--- src/rtl/blist_pkg.sv ---
package blist_pkg;

  // Operation codes carried in the mode field.
  localparam logic [2:0] MODE_PUSH_FRONT = 3'd0;
  localparam logic [2:0] MODE_PUSH_BACK  = 3'd1;
  localparam logic [2:0] MODE_POP_FRONT  = 3'd2;
  localparam logic [2:0] MODE_POP_BACK   = 3'd3;
  localparam logic [2:0] MODE_FIND       = 3'd4;
  localparam logic [2:0] MODE_ERASE      = 3'd5;
  localparam logic [2:0] MODE_QUERY      = 3'd6;

  // Status codes returned with every result.
  typedef enum logic [1:0] {
    STATUS_OK    = 2'd0,
    STATUS_EMPTY = 2'd1,
    STATUS_RANGE = 2'd2,
    STATUS_FULL  = 2'd3
  } status_t;

  // Sequencer states.
  typedef enum logic [2:0] {
    ST_IDLE,
    ST_RUN,
    ST_PUT,
    ST_RD_FRONT,
    ST_RD_BACK,
    ST_CAP_BACK,
    ST_DONE
  } state_t;

  // One finished result.
  typedef struct packed {
    status_t            status;
    logic               found;
    logic signed [31:0] front_key;
    logic signed [31:0] back_key;
    logic [4:0]         entry_count;
  } result_t;

endpackage

--- src/rtl/blist_in_if.sv ---
interface blist_in_if;
  logic               valid;
  logic               ready;
  logic [2:0]         mode;
  logic signed [31:0] key_value;
  logic [3:0]         position;

  modport source (output valid, mode, key_value, position, input ready);
  modport sink (input valid, mode, key_value, position, output ready);
endinterface

--- src/rtl/blist_out_if.sv ---
interface blist_out_if;
  logic               valid;
  logic               ready;
  logic [1:0]         status;
  logic               found;
  logic signed [31:0] front_key;
  logic signed [31:0] back_key;
  logic [4:0]         entry_count;

  modport source (output valid, status, found, front_key, back_key, entry_count,
                  input ready);
  modport sink (input valid, status, found, front_key, back_key, entry_count,
                output ready);
endinterface

--- src/rtl/blist_core.sv ---
module blist_core #(
  parameter int DEPTH = 16
) (
  input  logic              clk,
  input  logic              rst,
  blist_in_if.sink          request,
  output logic              done_valid,
  input  logic              done_ready,
  output blist_pkg::result_t done_data
);
  import blist_pkg::*;

  localparam int AW = (DEPTH > 1) ? $clog2(DEPTH) : 1;
  localparam int CW = $clog2(DEPTH + 1);

  // Key storage, front of the list at address zero.
  logic signed [31:0] mem [DEPTH];
  logic signed [31:0] rd_data;
  logic signed [31:0] wdata;
  logic [AW-1:0]      raddr;
  logic [AW-1:0]      waddr;
  logic               we;

  state_t state, state_next;

  logic [2:0]         mode_q;
  logic signed [31:0] key_q;
  status_t            status_q;
  logic               found;
  logic signed [31:0] front_key;
  logic signed [31:0] back_key;
  logic [CW-1:0]      count;
  logic [CW-1:0]      left;
  logic [AW-1:0]      rd_idx;
  logic [AW-1:0]      dst;
  logic [AW-1:0]      put_idx;
  logic               asc;
  logic               pend;
  logic               front_put;

  logic               accept;
  logic               full;
  logic               empty;
  logic               is_find;

  // Plan for the accepted operation.
  state_t             plan_state;
  status_t            plan_status;
  logic [CW-1:0]      plan_left;
  logic [AW-1:0]      plan_idx;
  logic               plan_asc;
  logic [CW-1:0]      plan_count;
  logic               plan_put;
  logic [AW-1:0]      plan_put_idx;

  assign request.ready = (state == ST_IDLE);
  assign accept        = request.valid && request.ready;
  assign full          = (count == CW'(DEPTH));
  assign empty         = (count == '0);
  assign is_find       = (mode_q == MODE_FIND);

  // Decode the incoming operation into a shift or scan plan.
  always_comb begin
    plan_state   = ST_RD_FRONT;
    plan_status  = STATUS_OK;
    plan_left    = '0;
    plan_idx     = '0;
    plan_asc     = 1'b1;
    plan_count   = count;
    plan_put     = 1'b0;
    plan_put_idx = '0;
    unique case (request.mode)
      MODE_PUSH_FRONT: begin
        if (full) begin
          plan_status = STATUS_FULL;
        end else begin
          plan_state = ST_RUN;
          plan_left  = count;
          plan_idx   = AW'(count - CW'(1));
          plan_asc   = 1'b0;
          plan_put   = 1'b1;
          plan_count = count + CW'(1);
        end
      end
      MODE_PUSH_BACK: begin
        if (full) begin
          plan_status = STATUS_FULL;
        end else begin
          plan_state   = ST_PUT;
          plan_put_idx = AW'(count);
          plan_count   = count + CW'(1);
        end
      end
      MODE_POP_FRONT: begin
        if (empty) begin
          plan_status = STATUS_EMPTY;
        end else begin
          plan_state = ST_RUN;
          plan_left  = count - CW'(1);
          plan_idx   = AW'(1);
          plan_count = count - CW'(1);
        end
      end
      MODE_POP_BACK: begin
        if (empty) begin
          plan_status = STATUS_EMPTY;
        end else begin
          plan_count = count - CW'(1);
        end
      end
      MODE_FIND: begin
        plan_state = ST_RUN;
        plan_left  = count;
      end
      MODE_ERASE: begin
        if (empty) begin
          plan_status = STATUS_EMPTY;
        end else if (int'(request.position) >= int'(count)) begin
          plan_status = STATUS_RANGE;
        end else begin
          plan_state = ST_RUN;
          plan_left  = CW'(int'(count) - int'(request.position) - 1);
          plan_idx   = AW'(int'(request.position) + 1);
          plan_count = count - CW'(1);
        end
      end
      default: begin
      end
    endcase
  end

  // Next state and memory port control.
  always_comb begin
    state_next = state;
    raddr      = rd_idx;
    we         = 1'b0;
    waddr      = dst;
    wdata      = rd_data;
    done_valid = 1'b0;
    unique case (state)
      ST_IDLE: begin
        if (accept) begin
          state_next = plan_state;
        end
      end
      ST_RUN: begin
        we = pend && !is_find;
        if (left == '0 && !pend) begin
          state_next = front_put ? ST_PUT : ST_RD_FRONT;
        end
      end
      ST_PUT: begin
        we         = 1'b1;
        waddr      = put_idx;
        wdata      = key_q;
        state_next = ST_RD_FRONT;
      end
      ST_RD_FRONT: begin
        raddr      = '0;
        state_next = ST_RD_BACK;
      end
      ST_RD_BACK: begin
        raddr      = AW'(count - CW'(1));
        state_next = ST_CAP_BACK;
      end
      ST_CAP_BACK: begin
        state_next = ST_DONE;
      end
      ST_DONE: begin
        done_valid = 1'b1;
        if (done_ready) begin
          state_next = ST_IDLE;
        end
      end
    endcase
  end

  always_ff @(posedge clk) begin
    if (rst) begin
      state <= ST_IDLE;
    end else begin
      state <= state_next;
    end
  end

  // Memory with registered read data.
  always_ff @(posedge clk) begin
    if (we) begin
      mem[waddr] <= wdata;
    end
    rd_data <= mem[raddr];
  end

  // Datapath registers: one element moved or compared per cycle.
  always_ff @(posedge clk) begin
    if (rst) begin
      count <= '0;
      left  <= '0;
      pend  <= 1'b0;
    end else begin
      unique case (state)
        ST_IDLE: begin
          if (accept) begin
            mode_q    <= request.mode;
            key_q     <= request.key_value;
            status_q  <= plan_status;
            found     <= 1'b0;
            count     <= plan_count;
            left      <= plan_left;
            rd_idx    <= plan_idx;
            asc       <= plan_asc;
            front_put <= plan_put;
            put_idx   <= plan_put_idx;
            pend      <= 1'b0;
          end
        end
        ST_RUN: begin
          if (left != '0) begin
            rd_idx <= asc ? rd_idx + AW'(1) : rd_idx - AW'(1);
            left   <= left - CW'(1);
          end
          pend <= (left != '0);
          dst  <= asc ? rd_idx - AW'(1) : rd_idx + AW'(1);
          if (pend && is_find && rd_data == key_q) begin
            found <= 1'b1;
          end
        end
        ST_RD_BACK: begin
          front_key <= rd_data;
        end
        ST_CAP_BACK: begin
          back_key <= rd_data;
        end
        default: begin
        end
      endcase
    end
  end

  // Result assembly; an empty list reports zero keys.
  always_comb begin
    done_data.status      = status_q;
    done_data.found       = found;
    done_data.front_key   = empty ? 32'sd0 : front_key;
    done_data.back_key    = empty ? 32'sd0 : back_key;
    done_data.entry_count = 5'(count);
  end

  // The count never runs past the capacity.
  a_count_bound: assert property (@(posedge clk) disable iff (rst)
    count <= CW'(DEPTH))
    else $error("entry count exceeds capacity");

  // A push onto a list with room grows it by exactly one.
  a_push_grows: assert property (@(posedge clk) disable iff (rst)
    (accept && !full &&
     (request.mode == MODE_PUSH_FRONT || request.mode == MODE_PUSH_BACK))
    |=> count == $past(count) + CW'(1))
    else $error("push did not grow the list by one");

  // Removing from an empty list reports empty and keeps it empty.
  a_empty_remove: assert property (@(posedge clk) disable iff (rst)
    (accept && empty && (request.mode == MODE_POP_FRONT ||
     request.mode == MODE_POP_BACK || request.mode == MODE_ERASE))
    |=> count == '0 && status_q == STATUS_EMPTY)
    else $error("remove on empty list changed state or status");

  // Only a find can report a match.
  a_found_find: assert property (@(posedge clk) disable iff (rst)
    (done_valid && done_data.found) |-> is_find)
    else $error("found flag set outside find");

endmodule

--- src/rtl/blist_outreg.sv ---
module blist_outreg (
  input  logic               clk,
  input  logic               rst,
  input  logic               done_valid,
  output logic               done_ready,
  input  blist_pkg::result_t done_data,
  blist_out_if.source        result
);
  import blist_pkg::*;

  logic    valid;
  result_t data;

  // The slot takes a new result when empty or when its content leaves now.
  assign done_ready = !valid || result.ready;

  always_ff @(posedge clk) begin
    if (rst) begin
      valid <= 1'b0;
    end else if (done_ready) begin
      valid <= done_valid;
    end
  end

  always_ff @(posedge clk) begin
    if (done_valid && done_ready) begin
      data <= done_data;
    end
  end

  assign result.valid       = valid;
  assign result.status      = data.status;
  assign result.found       = data.found;
  assign result.front_key   = data.front_key;
  assign result.back_key    = data.back_key;
  assign result.entry_count = data.entry_count;

endmodule

--- src/rtl/bounded_ordered_list.sv ---
// Channel   Role   Transfer contents
// request   sink   mode, key_value, position
// result    source status, found, front_key, back_key, entry_count
//
// The block takes no new request until the previous operation has finished and
// handed on its result. Find, push front, pop front and erase walk up to DEPTH
// stored keys through the memory, which moves or compares one stored key per
// cycle. Pops from the back, queries and rejected operations skip the walk;
// pushes to the back only write the new key.
// Reset (rst, synchronous) empties the list; stored keys are not cleared.
// A finished result waits in an output register, so a stalled result
// channel blocks only the next operation's completion, not its transfer.
module bounded_ordered_list #(
  parameter int DEPTH = 16
) (
  input logic         clk,
  input logic         rst,
  blist_in_if.sink    request,
  blist_out_if.source result
);
  import blist_pkg::*;

  logic    done_valid;
  logic    done_ready;
  result_t done_data;

  blist_core #(
    .DEPTH(DEPTH)
  ) u_core (
    .clk       (clk),
    .rst       (rst),
    .request   (request),
    .done_valid(done_valid),
    .done_ready(done_ready),
    .done_data (done_data)
  );

  blist_outreg u_outreg (
    .clk       (clk),
    .rst       (rst),
    .done_valid(done_valid),
    .done_ready(done_ready),
    .done_data (done_data),
    .result    (result)
  );

endmodule

--- src/flat_wrapper.sv ---
// flat-port wrapper written by rule: the top's interface ports become plain ports
module bounded_ordered_list_flat import blist_pkg::*;
#(
  parameter int DEPTH = 16
)
  (clk, rst, request_valid, request_mode, request_key_value, request_position, request_ready, result_valid, result_status, result_found, result_front_key, result_back_key, result_entry_count, result_ready);
  blist_in_if request_i ();
  blist_out_if result_i ();
  input logic clk;
  input logic rst;
  input wire logic [$bits(request_i.valid)-1:0] request_valid;
  input wire logic [$bits(request_i.mode)-1:0] request_mode;
  input wire logic [$bits(request_i.key_value)-1:0] request_key_value;
  input wire logic [$bits(request_i.position)-1:0] request_position;
  output wire logic [$bits(request_i.ready)-1:0] request_ready;
  output wire logic [$bits(result_i.valid)-1:0] result_valid;
  output wire logic [$bits(result_i.status)-1:0] result_status;
  output wire logic [$bits(result_i.found)-1:0] result_found;
  output wire logic [$bits(result_i.front_key)-1:0] result_front_key;
  output wire logic [$bits(result_i.back_key)-1:0] result_back_key;
  output wire logic [$bits(result_i.entry_count)-1:0] result_entry_count;
  input wire logic [$bits(result_i.ready)-1:0] result_ready;
  assign request_i.valid = request_valid;
  assign request_i.mode = request_mode;
  assign request_i.key_value = request_key_value;
  assign request_i.position = request_position;
  assign request_ready = request_i.ready;
  assign result_valid = result_i.valid;
  assign result_status = result_i.status;
  assign result_found = result_i.found;
  assign result_front_key = result_i.front_key;
  assign result_back_key = result_i.back_key;
  assign result_entry_count = result_i.entry_count;
  assign result_i.ready = result_ready;
  bounded_ordered_list #(.DEPTH(DEPTH)) u_core (.clk(clk), .rst(rst), .request(request_i), .result(result_i));
endmodule
--- config.mk ---
export PLATFORM = sky130hd
export DESIGN_NAME = bounded_ordered_list_flat
export DESIGN_NICKNAME = d
export VERILOG_FILES = /design/src/rtl/blist_pkg.sv /design/src/rtl/blist_in_if.sv /design/src/rtl/blist_out_if.sv /design/src/rtl/blist_core.sv /design/src/rtl/blist_outreg.sv /design/src/rtl/bounded_ordered_list.sv /design/src/flat_wrapper.sv
export SDC_FILE = /design/constraint.sdc
export NUM_CORES = 1
export LEC_CHECK = 0
export BUFFER_PORTS_ARGS = -buffer_cell sky130_fd_sc_hd__buf_2
export CORE_MARGIN = 5
export CORE_UTILIZATION = 61
export DETAILED_ROUTE_END_ITERATION = 8
export PLACE_DENSITY = 0.79
export SLEW_MARGIN = 20
export SYNTH_ARGS = -nofsm -noshare
export SYNTH_HDL_FRONTEND = slang
export SYNTH_SLANG_ARGS = --single-unit
--- constraint.sdc ---
create_clock -name clk -period 5.9 [get_ports clk]
set_input_delay 0.295 -clock clk [delete_from_list [all_inputs] [get_ports clk]]
set_output_delay 0.295 -clock clk [all_outputs]
set_load 0.01 [all_outputs]
==> impl_metrics.tcl <==
set metrics [dict create \
    outcome "finished clean" \
    grt_antenna_before_repair 2 \
    clk_latency_ps 610 \
    ys_async_sr_fraction_pct 0 \
    pwr-share-comb_pct 27.1 \
    layout.nets 1917 \
    synth-edff-count 700 \
    wirelength_um 62600 \
    crit_path_top_delay_cell "dfxtp_1" \
    drt_first_iter_violations 1792 \
    yosys_register_bits 747 \
    port_buffers 116 \
    htreeDepth 3 \
    drive_above_1_share_pct 16.2 \
    ys.flop_type "edfxtp_1" \
    worstMarginPinSlew_ps 1140 \
    clock_sinks 747 \
    swShare_pct 31.5 \
    rsz0062_at_grt "no" \
    syn-instance-count 1695 \
    maxSlewHeadroom_pct 24.1 \
    worstHoldPathType "in2reg" \
    arrival_ps 4110 \
    diodes 0 \
    max_freq_mhz 275 \
    critPathMaxStageDelay_ps 550 \
    tritoncts "yes" \
    ios 117 \
    clock_skew_ps 22.4 \
    via_count 15627 \
    ir_drop_v 0.000288 \
    path_max_fanout 19 \
    synth_cell_types 60 \
    syn_to_final_growth_pct 13.8 \
    numCtsBuffers 72 \
    p_seq_share_pct 46.3 \
    cts_root_buf "clkbuf_16" \
    cts_setup_buffers 0 \
    fin_crit_ps 3640 \
    worst_setup_path_start_kind "flip-flop" \
    path_cells "inv_1 -> ha_1 -> xnor2_1 -> and3_1 -> or3_1 -> nand3_1 -> buf_4 -> o22ai_1 -> or4_1" \
    start_util_pct 61.2 \
    finalCritPeriodShare_pct 61.7 \
    p_clk_share_pct 26.6 \
    max_cap_violations 0 \
    critPathKind "reg2reg" \
    yosysWarningCount 0 \
    yosysSeqAreaShare_pct 75.6 \
    core_um2 47400 \
    syn_area_um2 29000 \
    switching_power_w 0.00515 \
    rows 80 \
    endpoint_kind "flip-flop" \
    grt_max_degree 85 \
    die_w_um 228 \
    cp.required_ps 6370 \
    place_congestion 0.878 \
    clock_path_buffers 3 \
    final_antenna_net_count 0 \
    setup_viol_count_final 0 \
    grt_pass1_vias 15286 \
    drtPass1Iterations 5 \
    grt.total_usage_pct 23.5 \
    dp_hpwl_um 37800 \
    hold_violations 0 \
    viasPerCell 6.18 \
    die_area_um2 52100 \
    drc 0 \
    tns_ps 0 \
    p_int_w 0.0112 \
    grt_pass1_wl_um 93400 \
    p_per_area_nw_per_um2 494 \
    synth_nets 1754 \
    wl_per_cell_um 24.8 \
    syn_area_per_cell_um2 17.1 \
    die_y_um 228 \
    utilization_pct 69.6 \
    leakage_nw 11.8 \
    slew_viol_final 0 \
    overflow 0 \
    cts.clk_slew.worst_paths_ps 60 \
]
==> power groups by stage <==
stage,registers [W],logic [W],clock network (W)
floorplan,0.00743,0.00321,0
global placement,0.00760,0.00412,0
detailed placement,0.00764,0.00431,0
CTS,0.00753,0.00434,0.00440
global route,0.00758,0.00471,0.00465
finish,0.00755,0.00442,0.00435
==> cell usage in the layout (no fill, tap or decap), types with 6 or more instances in the layout <==
cell type,n
xnor2_1,15
and3_1,6
dlygate4sd3_1,32
buf_16,9
clkbuf_16,75
nor2_1,28
nand2_1,26
buf_4,15
nor2b_1,67
buf_2,116
clkbuf_1,23
mux2i_1,261
nor3_1,9
nor2_4,19
xor2_1,30
clkinv_2,10
edfxtp_1,700
or4_1,34
nor4_1,10
a211oi_1,8
o21ai_0,18
a21oi_1,35
mux2_2,32
or3_1,10
dfxtp_1,47
a31oi_1,10
ha_1,15
o22ai_1,128
clkinv_1,10
nand3_1,15
inv_1,21
==> cell usage after synthesis (13+ instances only) <==
library cell / number / share of area (%)
mux2i_1: 261 / 9.0
xnor2_1: 15 / 0.45
ha_1: 15 / 0.65
o21ai_0: 18 / 0.31
dfxtp_1: 47 / 3.2
or4_1: 34 / 0.88
xor2_1: 30 / 0.91
mux2_2: 32 / 1.2
a21oi_1: 35 / 0.60
o22ai_1: 128 / 2.8
edfxtp_1: 700 / 72
inv_1: 21 / 0.27
nor2b_1: 68 / 1.5
nand2_1: 26 / 0.34
buf_6: 13 / 0.50
nand3_1: 15 / 0.26
nor2_1: 46 / 0.59
buf_2: 31 / 0.53
clkbuf_1: 35 / 0.45
==> layout make-up <==
| class | instances | area [µm²] |
|---|---|---|
| clock inverters | 30 | 249 |
| repair buffers | 176 | 1340 |
| inverters | 23 | 86.3 |
| flip-flops and latches | 747 | 22000 |
| multi-input cells | 838 | 6660 |
| clock buffers | 99 | 1980 |
| fillers | 2899 | 14400 |
| well taps | 615 | 769 |
==> routing by layer <==
metal	track usage [%]	part of all wire [%]
met1	32.8	39
met2	38.6	49
met3	4.10	8.6
met4	7.09	2.6
met5	0	0.019
==> metrics by stage <==
step	hold WS, ps	instance area, µm²	cells	total power, W	setup WS, ps
6_report	104	33000	2528	0.0163	2260
5_1_grt	100	33000	2528	0.0169	2080
4_1_cts	52.2	32800	2519	0.0163	2300
3_5_place_dp	411	30300	2358	0.0120	2310
3_3_place_gp	406	30200	2356	0.0117	2510
2_1_floorplan	394	29000	1695	0.0106	1450
==> timing repair <==
item                      in CTS  in global routing
resized for setup              0                  0
hold buffers                  32                  0
hold endpoints to repair      32                  0
==> kinds of logic (layout without fill, tap and decap cells) <==
kind of cell,after synthesis,count (layout),share of synthesized area (%)
muxes,293,293,10.2
xor gates and xnor gates,45,45,1.36
adders and majority gates,16,16,0.715
and+or+nand+nor,258,258,5.10
buffers and inverters,110,328,2.00
DFF,747,747,75.6
AOI/OAI and AO/OA,226,226,4.94
==> sequential cells by signal, summed over array words and instances, names as in the netlist, 5 cells and up <==
signal and cells:
u_core.u_outreg.result.entry_count 5, u_core.u_core.back_key 32, u_core.u_core.front_key 32, u_core.u_core.count 5, u_core.u_core.mem 512, u_core.u_core.rd_data 32, u_core.u_core.left 5, u_core.u_core.key_q 32
u_core.u_outreg.result.back_key 32, u_core.u_outreg.result.front_key 32
==> critical path: cells and delay by family, from the launching register on <==
kind	cells	cell delay, ps
and+or+nand+nor	4	1690
xor gates and xnor gates	1	190
adders and majority gates	1	310
DFF	1	550
buffers and inverters	2	610
AOI/OAI and AO/OA	1	150
==> path summary, 6_finish.rpt <==
path,cells past startpoint,slack [ps],end,start
hold reg to reg,0,420,u_core.u_outreg.result.status[1],u_core.u_core.status_q[1]
hold / removal,3,100,u_core.u_outreg.result.valid,result_ready
setup / recovery,9,2260,u_core.u_core.rd_data[19],u_core.u_core.count[0]
setup reg to reg,9,2260,u_core.u_core.rd_data[19],u_core.u_core.count[0]
(Power assumes the default switching activity.)
